**config.mk**
```make
export PLATFORM = sky130hd
export DESIGN_NAME = plr_queue
export DESIGN_NICKNAME = d
export VERILOG_FILES = /design/src/rtl/plr_pkg.sv /design/src/rtl/plr_queue.sv
export SDC_FILE = /design/constraint.sdc
export NUM_CORES = 1
export LEC_CHECK = 0
export BUFFER_PORTS_ARGS = -buffer_cell sky130_fd_sc_hd__buf_2
export CORE_MARGIN = 2
export CORE_UTILIZATION = 45
export DETAILED_ROUTE_END_ITERATION = 6
export GPL_TIMING_DRIVEN = 0
export PLACE_DENSITY = 0.74
export SYNTH_ARGS = -nofsm -noshare
export SYNTH_HDL_FRONTEND = slang
export SYNTH_SLANG_ARGS = --single-unit
```
**constraint.sdc**
```tcl
create_clock -name clk -period 2.1 [get_ports clk]
set_input_delay 0.315 -clock clk [delete_from_list [all_inputs] [get_ports clk]]
set_output_delay 0.315 -clock clk [all_outputs]
set_load 0.05 [all_outputs]
```
**src/rtl/plr_pkg.sv**
```systemverilog
// plr_pkg: shared types, register codes and saturation helper for the
// periodic laplacian relaxation unit; no dependencies
`default_nettype none
package plr_pkg;

  localparam int CFG_IDX_W  = 3;
  localparam int CFG_DATA_W = 31;
  localparam int SUM_W      = 56;
  localparam int QUEUE_DEPTH = 4;

  typedef enum logic [CFG_IDX_W-1:0] {
    CFG_BIAS_TERM   = 3'd0,
    CFG_FIELD_GAIN  = 3'd1,
    CFG_STEP_X      = 3'd2,
    CFG_STEP_Y      = 3'd3,
    CFG_ROWS_IN_USE = 3'd4,
    CFG_COLS_IN_USE = 3'd5
  } cfg_idx_t;

  localparam logic signed [17:0] RST_BIAS_TERM  = 18'sd0;
  localparam logic [30:0]        RST_FIELD_GAIN = 31'd8738;
  localparam logic [30:0]        RST_STEP_X     = 31'd655;
  localparam logic [30:0]        RST_STEP_Y     = 31'd655;
  localparam logic [8:0]         RST_ROWS       = 9'd256;
  localparam logic [8:0]         RST_COLS       = 9'd256;

  typedef struct packed {
    logic               is_query;
    logic signed [31:0] field;
    logic signed [31:0] drive;
    logic               clip;
  } work_t;

  localparam int WORK_W = $bits(work_t);

  typedef struct packed {
    logic               clip;
    logic signed [31:0] value;
  } sat_t;

  function automatic sat_t sat32(input logic signed [SUM_W-1:0] v);
    sat_t s;
    s.clip = !((&v[SUM_W-1:31]) || !(|v[SUM_W-1:31]));
    if (s.clip) begin
      s.value = v[SUM_W-1] ? 32'sh8000_0000 : 32'sh7FFF_FFFF;
    end else begin
      s.value = v[31:0];
    end
    return s;
  endfunction

endpackage
`default_nettype wire

```
**src/rtl/plr_queue.sv**
```systemverilog
// plr_queue: short first-in first-out queue of work words between front and back
// uses plr_pkg for its depth
`default_nettype none
module plr_queue #(
  parameter int W = 8
) (
  input  wire logic         clk,
  input  wire logic         rst_n,
  input  wire logic         push,
  input  wire logic [W-1:0] push_data,
  output logic              full,
  input  wire logic         pop,
  output logic [W-1:0]      pop_data,
  output logic              empty
);

  localparam int PW = $clog2(plr_pkg::QUEUE_DEPTH);

  logic [W-1:0]  slot_r [plr_pkg::QUEUE_DEPTH];
  logic [PW-1:0] wr_ptr_r, rd_ptr_r;
  logic [PW:0]   count_r;

  assign full     = (count_r == (PW+1)'(plr_pkg::QUEUE_DEPTH));
  assign empty    = (count_r == '0);
  assign pop_data = slot_r[rd_ptr_r];

  always_ff @(posedge clk) begin
    if (!rst_n) begin
      wr_ptr_r <= '0;
      rd_ptr_r <= '0;
      count_r  <= '0;
    end else begin
      if (push && !full) begin
        slot_r[wr_ptr_r] <= push_data;
        wr_ptr_r         <= wr_ptr_r + PW'(1);
      end
      if (pop && !empty) begin
        rd_ptr_r <= rd_ptr_r + PW'(1);
      end
      if ((push && !full) && !(pop && !empty)) begin
        count_r <= count_r + (PW+1)'(1);
      end else if (!(push && !full) && (pop && !empty)) begin
        count_r <= count_r - (PW+1)'(1);
      end
    end
  end

endmodule
`default_nettype wire

```
======== After elaboration in Yosys (flattened, before gate mapping) ========
Memories as Yosys holds them, arrays and structs flattened. A register that Yosys moved wholly into a read port is not among the register bits.
Index checks and enable logic that the tools add are counted.
word-level totals
  input port bits ......................... 12
  memory bits (writable) .................. 32
  word-level logic and storage cells ...... 26
  memories ................................ 1
  register bits after elaboration ......... 7
memory list
  name    depth  width  read ports  clocked after memory_dff  wr ports  line             RTL
  slot_r  4      8      1           1                         1         plr_queue.sv:19  logic [W-1:0] slot_r [plr_pkg::QUEUE_DEPTH];
cells by class
  mux-type cells .......................... 7
  reduce and logical (&&, ||, !) cells .... 10
  add/sub/neg operators ................... 4
  eq/ne operators ......................... 1
operator list
  kind                                              number
  two-way mux 3 bit                                 2
  adder 2 x 1 -> 2 bit, second input constant       2
  logical AND 1 bit                                 4
  zero test 1 bit                                   4
  two-way mux 2 bit                                 2
  adder 3 x 1 -> 3 bit, second input constant       1
  equality test 3 bit, second input constant        1
  zero test 3 bit                                   1
  two-way mux 1 bit                                 3
  subtractor 3 x 1 -> 3 bit, second input constant  1
  nonzero test 2 bit                                1

======== Longest topological paths before layout ========
Gate-level depths: netlist of run 1.
  word-level depth ........................ 7
  depth in mapped cells ................... 9
  mapped depth without buffers ............ 8

======== Worst setup path after synthesis of run 1 ========
OpenSTA, ideal clock, no wires.
  path kind ............................... reg2reg
  from .................................... register count_r[2]
  to ...................................... register count_r[2]
  clock period less this slack ............ 2.349 ns
  setup time .............................. 0.070 ns
  arrival ................................. 2.279 ns
  slack ................................... -0.249 ns
  stages on the path, launching flop included .. 10
  path buffers ............................ 1
  path through ............................ dfxtp_1 nor3b_2 nor2b_1 buf_6 ha_1 inv_1 fa_1 xor2_1 or3_1 a21boi_1
between the ends
  word-level cells in the longest chain between the ends .. 6
ends and longest elaborated chain
  element                              line                              RTL
  start, declared                      plr_queue.sv:21                   logic [PW:0] count_r;
  start signal, assigned               plr_queue.sv:41                   count_r <= count_r + (PW+1)'(1);
  start signal, assigned               plr_queue.sv:43                   count_r <= count_r - (PW+1)'(1);
  equality test 3 bit *                plr_queue.sv:23                   assign full = (count_r == (PW+1)'(plr_pkg::QUEUE_DEPTH));
  via full                             plr_queue.sv:11                   output logic full,
  zero test 1 bit *                    plr_queue.sv:40, plr_queue.sv:42
  logical AND 1 bit *                  plr_queue.sv:40, plr_queue.sv:42
  zero test 1 bit                      plr_queue.sv:42                   end else if (!(push && !full) && (pop && !empty)) begin
  logical AND 1 bit                    plr_queue.sv:42
  nonzero test 2 bit (no source line)  -
Mark *: on every way through the listed nets, which the timed path passes. The rest lies on a longest branch. The select of a mux whose other input is x is not followed.
A chain may end at the register's enable or synchronous reset.

======== Worst setup path in the final report of run 1 ========
  from .................................... register count_r[2]
  to ...................................... register count_r[2]
between the ends
  word-level cells in the longest chain between the ends .. 6
ends and longest elaborated chain
  element
  parallel branches: the longest is 6 deep, another holds subtractor 3 x 1 -> 3 bit
Several ways; the timed one is not identified. The select of a mux whose other input is x is not followed.

==> results.md, run 1 <==
### Floorplan
- **core footprint** 0.00342 mm2
- **Chip Width** 64.4 um
- **I/O pin total** 22
- **cell row count** 21
- **full die area** 0.00414 mm2
- **Die Y** 64.4 um
- **effective utilization at floorplan** 48.0%

### Pwr
- **cell internal power dissipation** 1.55 mW
- **worst voltage drop across the vdd grid** 0.736 mV
- **fraction of power consumed by sequential logic** 44.1%
- **P per Cell Area** 1240 mW/mm2
- **portion of total power attributed to combinational logic** 36.0%
- **switching power of the nets** 0.832 mW
- **static power due to leakage** 0.697 nW
- **switching portion of total power** 34.9%
- **share of power burned in the clock network** 19.9%

### GRT
- **Tot GR Track Use** 14.4%
- **vias in the first global route** 898
- **met3 GRT Util** 3.35%
- **largest net degree at the start of global routing** 13
- **grt peak-use layer** met2
- **overall overflow remaining after global route** 0
- **wire length of the first global-routing pass** 4240 um
- **initial antenna violation count** 0
- **grt met2 use** 25.8%
- **met1 Use GR** 15.2%

### Routing
- **routed via count** 844
- **DRC violation count after routing** 0
- **first drt pass iteration count** 4
- **routed length per placed instance** 15.1 um
- **via density per instance** 5.12
- **final antenna-violating net count** 0
- **starting DRC count in detailed routing** 27
- **final wirelength** 2500 um

### Yosys
- **summed instance area of the synthesized netlist** 0.00164 mm2
- **Syn Inst Count** 90
- **commonest cells in the netlist** 32 x edfxtp_1, 9 x dfxtp_1, 8 x mux4_2
- **flip-flop and latch count after synthesis** 41
- **mean instance size in the synthesized netlist** 18.2 um2
- **main area contributors after synthesis** edfxtp_1 59%, dfxtp_1 11%, mux4_2 11%
- **leading cell type by number of instances after synthesis** edfxtp_1
- **number of synthesis warnings** 0
- **synthesized netlist net count** 108
- **Seq/Total Area, Yosys** 69.6%
- **fraction of post-synthesis cell area in the top cell type by area** 58.6%
- **biggest area consumer among synthesized cells** edfxtp_1
- **Post-synth EDFFs** 32
- **share of synthesized registers carrying an async set or reset** 0%
- **count of unique library cells instantiated by Yosys** 24
- **prevailing post-synth register cell** edfxtp_1

### Critical path
- **Crit path max-delay family** simple AND/OR/NAND/NOR gates
- **length in cells of the worst reg-to-reg path** 9
- **critical path buffer and inverter count** 2
- **arrival time reported for the critical path endpoint** 2.28 ns
- **logic depth of the worst path, buffers included** 9
- **kind of capture point of the worst setup path** flop
- **type of origin of the critical path** flop
- **Worst Path Required** 2.37 ns
- **Max stage delay on crit path** 0.38 ns
- **R2R Path Start** count_r[2]
- **Cell Chain, Critical Path** nor3b_4, nor2b_2, buf_6, ha_4, inv_2, fa_2, xor2_1, or3_1, a21boi_1
- **category of the most critical setup path** flop to flop
- **Worst path slowest cell** dfxtp_4
- **maximum fanout along the worst path** 7
- **Register-to-Register Setup Slack** 0.09 ns
- **Critical Path Source** count_r[2]
- **critical path capture point** count_r[2]
- **end of the worst register-to-register path** count_r[2]

### Timing
- **final number of hold-violating endpoints** 0
- **minimum clock period after layout** 2.01 ns
- **post-route fraction of the period consumed by the critical path** 95.8%
- **final setup skew** 0.0147 ns
- **worst-case setup margin in the final layout** 0.0880 ns
- **unrepaired setup endpoints after global routing** yes
- **Final Slew Violations** 0
- **Max-Slew Margin vs Limit** 65.2%
- **accumulated negative setup slack** 0 ns
- **Fmax achieved** 0.497 GHz
- **final setup violation count** 0
- **pin slew with the least headroom to its limit** 0.522 ns

### Final layout
- **antenna diode instance count** 0
- **Area growth syn-to-layout** 17.6%
- **storage element area** 0.00115 mm2
- **fraction of final layout cells with drive strength greater than 1** 40.3%
- **total of fill cells in the finished design** 281
- **number of nets at the end of the flow** 137
- **combined area of the multi-input logic cells** 495 um2

### Clock network
- **clock tree from TritonCTS** done
- **Max Buffers Root-to-Sink** 2
- **number of clock sinks seen by CTS** 41
- **clock-pin transition on the worst setup and hold timing paths** 0.12 ns
- **clock root buffer master** clkbuf_4
- **clock insertion delay at the later pin of the skew report** 0.34 ns
- **total number of H-tree levels** 2
- **clock buffers created by TritonCTS** 5

### Min path
- **type of the most critical hold path** input pin to flop

### Placement
- **input/output buffers** 21
- **placement-stage worst setup slack** 0.0203 ns
- **weighted congestion reported at the end of routability-driven placement** 0.662
- **HPWL Detailed** 1770 um

### Job
- **number of max-cap violations** 0

### Status
- **status** completed

sequential cells by signal, indices dropped and copies added, names as in the netlist, named ones only:
| signal | cells |
|---|---|
| rd_ptr_r | 2 |
| slot_r | 32 |
| count_r | 3 |
| wr_ptr_r | 2 |
layout make-up:
class | count | area share, %
buffer | 4 | 1.36
clock buffer | 5 | 1.95
clock inverter | 2 | 1.82
inverter | 3 | 0.584
multi-input combinational | 42 | 25.7
sequential | 41 | 59.8
tap | 46 | 2.99
timing repair buffer | 22 | 5.84
how the worst min path moves through the flow:
stage	startpoint	endpoint	slack [ns]	cells after the start
after floorplan	push_data[0]	slot_r[0][0]	0.41	0
after global placement	wr_ptr_r[1]	wr_ptr_r[1]	0.48	2
after detailed placement	wr_ptr_r[1]	wr_ptr_r[1]	0.50	2
after CTS	push_data[1]	slot_r[3][1]	0.17	1
after global routing	push_data[0]	slot_r[2][0]	0.17	1
final	push_data[0]	slot_r[2][0]	0.18	1
layer usage:
layer / wire, um / share of wire (%) / vias to the layer above
li1: - / - / 397
met1: 952 / 38 / 424
met2: 1370 / 55 / 18
met3: 125 / 5.0 / 5
met4: 48 / 1.9 / 0
met5: 0 / 0 / -
cells by family after synthesis:
group                      share of synthesized area (%)
adders and majority gates                           5.04
AOI/OAI and AO/OA                                   2.06
and+or+nand+nor                                     6.18
muxes                                               12.8
buffers and inverters                               2.14
DFF                                                 69.6
xor gates and xnor gates                            2.14
worst register-to-register path: cells and delay by family (launching register included):
| kind | cells | cell delay (ns) |
|---|---|---|
| buf+inv | 2 | 0.18 |
| xor+xnor | 1 | 0.16 |
| simple gates | 3 | 0.59 |
| compound gates | 1 | 0.13 |
| fa+ha+maj | 2 | 0.52 |
| flops | 1 | 0.38 |
layout by cell type (no fill, tap or decap), types with 2 or more instances in the layout:
cell,netlist,final
and3_1,4,4
clkbuf_4,0,6
and2_1,4,4
inv_1,3,2
edfxtp_1,32,32
buf_2,1,21
mux4_2,8,8
dfxtp_1,9,6
dfxtp_4,0,3
mux2i_1,3,3
ha_1,5,4
xnor2_1,3,3
nand2_1,4,4
per-stage QoR:
step           total power, mW  area, um2  utilization [%]  instances  hold slack (ns)
3_5_place_dp              1.91       1830             53.6        157            0.502
3_3_place_gp              1.87       1830             53.6        157            0.481
5_1_grt                   2.50       1930             56.4        165            0.172
6_report                  2.38       1930             56.4        165            0.181
4_1_cts                   2.39       1910             55.9        164            0.171
2_1_floorplan             1.73       1670                -         90            0.414
power groups by stage:
stage          Combinational, mW  Sequential, mW  Clock [mW]
2_1_floorplan              0.686            1.04           0
3_3_place_gp               0.821            1.05           0
3_5_place_dp               0.850            1.06           0
4_1_cts                    0.856            1.05       0.487
5_1_grt                    0.926            1.06       0.515
6_report                   0.857            1.05       0.473
repair_timing:
| item | CTS | global route |
|---|---|---|
| pin swaps | 0 | 1 |
| hold buffers | 0 | 0 |
| gates resized for setup | 1 | 4 |
| setup endpoints to repair | 1 | 8 |
| buffers inserted | 0 | 1 |
Power figures use the tool's default switching activity.
==> run 2, diff against run 1 <==
--- a/config.mk
+++ b/config.mk
@@ -6,6 +6,7 @@
 export NUM_CORES = 1
 export LEC_CHECK = 0
 export BUFFER_PORTS_ARGS = -buffer_cell sky130_fd_sc_hd__buf_2
+export CORE_ASPECT_RATIO = 2
 export CORE_MARGIN = 2
 export CORE_UTILIZATION = 45
 export DETAILED_ROUTE_END_ITERATION = 6
==> results.md, run 2 (synthesis results as in run 1) <==
### Floorplan
- **effective utilization at floorplan** 45.9%, -2.1 points
- **core footprint** 0.00357 mm2, +4.5%
- **cell row count** 31, +48%
- **Die Y** 89.4 um, +39%
- **Chip Width** 46.7 um, -27%
- **I/O pin total** 22, unchanged
- **full die area** 0.00417 mm2, +0.71%

### Placement
- **input/output buffers** 21, unchanged
- **standard cell area after detailed placement** 0.00183 mm2, +0.21%
- **HPWL Detailed** 1740 um, -1.6%
- **weighted congestion reported at the end of routability-driven placement** 0.664, +0.29%
- **placed cells** 160, +1.9%

### Timing
- **Max-Slew Margin vs Limit** 67.3%, +2.0 points
- **final setup violation count** 0, unchanged
- **Fmax achieved** 0.505 GHz, +1.6%
- **post-route fraction of the period consumed by the critical path** 94.3%, -1.5 points
- **Final Slew Violations** 0, unchanged
- **accumulated negative setup slack** 0 ns, unchanged
- **final number of hold-violating endpoints** 0, unchanged
- **minimum clock period after layout** 1.98 ns, -0.0321 ns
- **final setup skew** 0.00347 ns, -0.0112 ns
- **pin slew with the least headroom to its limit** 0.491 ns, -0.0305 ns

### Job
- **number of max-cap violations** 0, unchanged

### Clock network
- **total number of H-tree levels** 2, unchanged
- **clock buffers created by TritonCTS** 5, unchanged
- **clock insertion delay at the later pin of the skew report** 0.28 ns, -0.06 ns
- **clock-pin transition on the worst setup and hold timing paths** 0.07 ns, -0.05 ns
- **clock root buffer master** clkbuf_8
- **Max Buffers Root-to-Sink** 2, unchanged
- **number of clock sinks seen by CTS** 41, unchanged
- **clock tree from TritonCTS** done

### Critical path
- **arrival time reported for the critical path endpoint** 2.19 ns, -0.09 ns
- **maximum fanout along the worst path** 6, -1
- **Worst Path Required** 2.31 ns, -0.06 ns
- **kind of capture point of the worst setup path** flop
- **type of origin of the critical path** flop
- **category of the most critical setup path** flop to flop

### Final layout
- **Largest register FFs** 32, unchanged
- **post-route insts no fill** 169, +2.4%
- **Final Instance Area** 0.00197 mm2, +1.9%
- **leading cell type in the layout, fill and taps excluded** edfxtp_1
- **largest registers** slot_r: 32 flops, count_r: 3 flops
- **fraction of final layout cells with drive strength greater than 1** 39.2%, -1.2 points
- **total of fill cells in the finished design** 320, +14%
- **Top reg by flops** slot_r
- **antenna diode instance count** 0, unchanged
- **number of nets at the end of the flow** 137, unchanged
- **most frequent cells in the layout** 32 x edfxtp_1, 22 x buf_2, 8 x mux4_2
- **Area growth syn-to-layout** 19.9%

### Routing
- **final antenna-violating net count** 0, unchanged
- **first drt pass iteration count** 2, -2
- **routed length per placed instance** 13.9 um, -8.2%
- **via density per instance** 4.80, -6.1%
- **final wirelength** 2350 um, -5.9%
- **starting DRC count in detailed routing** 3, -89%
- **DRC violation count after routing** 0, unchanged
- **routed via count** 812, -3.8%

### GRT
- **Tot GR Track Use** 13.5%, -0.92 points
- **initial antenna violation count** 0, unchanged
- **wire length of the first global-routing pass** 3720 um, -12%
- **largest net degree at the start of global routing** 13, unchanged
- **overall overflow remaining after global route** 0, unchanged
- **vias in the first global route** 839, -6.6%

### Pwr
- **worst voltage drop across the vdd grid** 0.625 mV, -15%
- **static power due to leakage** 0.712 nW, +2.1%
- **P per Cell Area** 1260 mW/mm2, +1.7%

### Status
- **status** completed

### Min path
- **type of the most critical hold path** input pin to flop

run 2: power by group:
| group | switching [mW] | internal, mW | total [mW] |
|---|---|---|---|
| clock network | 0.236 | 0.339 | 0.575 |
| registers | 0.0752 | 0.976 | 1.05 |
| logic | 0.516 | 0.326 | 0.841 |
run 2: area by class of cell:
cell class | instances | area, um2 | area share [%]
buffer | 4 | 23.8 | 1.21
multi-input combinational | 42 | 493 | 25.1
timing repair buffer | 22 | 113 | 5.73
clock buffer | 8 | 111 | 5.67
tap | 49 | 61.3 | 3.12
sequential | 41 | 1150 | 58.6
inverter | 3 | 11.3 | 0.573
run 2: path summary, 6_finish.rpt:
kind	start	depth (start not counted)	slack, ns	endpoint
worst min-delay path	push_data[1]	1	0.24	slot_r[1][1]
worst min register to register	wr_ptr_r[1]	2	0.51	wr_ptr_r[1]
worst max register to register	count_r[2]	9	0.12	count_r[2]
worst max-delay path	count_r[2]	9	0.12	count_r[2]
run 2: layer usage:
metal  up-vias  wire [um]  GRT usage, %
met4         0         71          8.33
met1       389        824          12.3
met3         7        102          4.24
met2        20       1350          24.1
li1        396          -             -
met5         -          0             0
run 2: worst max-delay path: stages, from the launching register on:
cell and delay, ns:
dfxtp_4 0.37, nor3b_4 0.15, nor2b_1 0.14, buf_6 0.12
ha_4 0.13, inv_2 0.04, fa_2 0.38, xor2_1 0.15
or3_1 0.31, a21boi_1 0.12
run 2: repair_timing:
| item | 4_1_cts | 5_1_grt |
|---|---|---|
| gates resized for setup | 0 | 3 |
| endpoints found under the hold margin | 0 | 0 |
| endpoints found under the setup margin | 0 | 1 |
| setup buffers | 0 | 1 |
| hold buffers | 0 | 0 |
run 2: metrics by stage:
stage	setup slack, ns	utilization (%)	hold slack, ns	total power, mW
6_report	0.120	55.1	0.240	2.47
3_3_place_gp	0.0684	51.4	0.479	1.88
2_1_floorplan	0.00173	-	0.414	1.73
4_1_cts	0.00656	54.5	0.229	2.48
5_1_grt	-0.00185	55.1	0.233	2.60
3_5_place_dp	0.0244	51.4	0.498	1.90
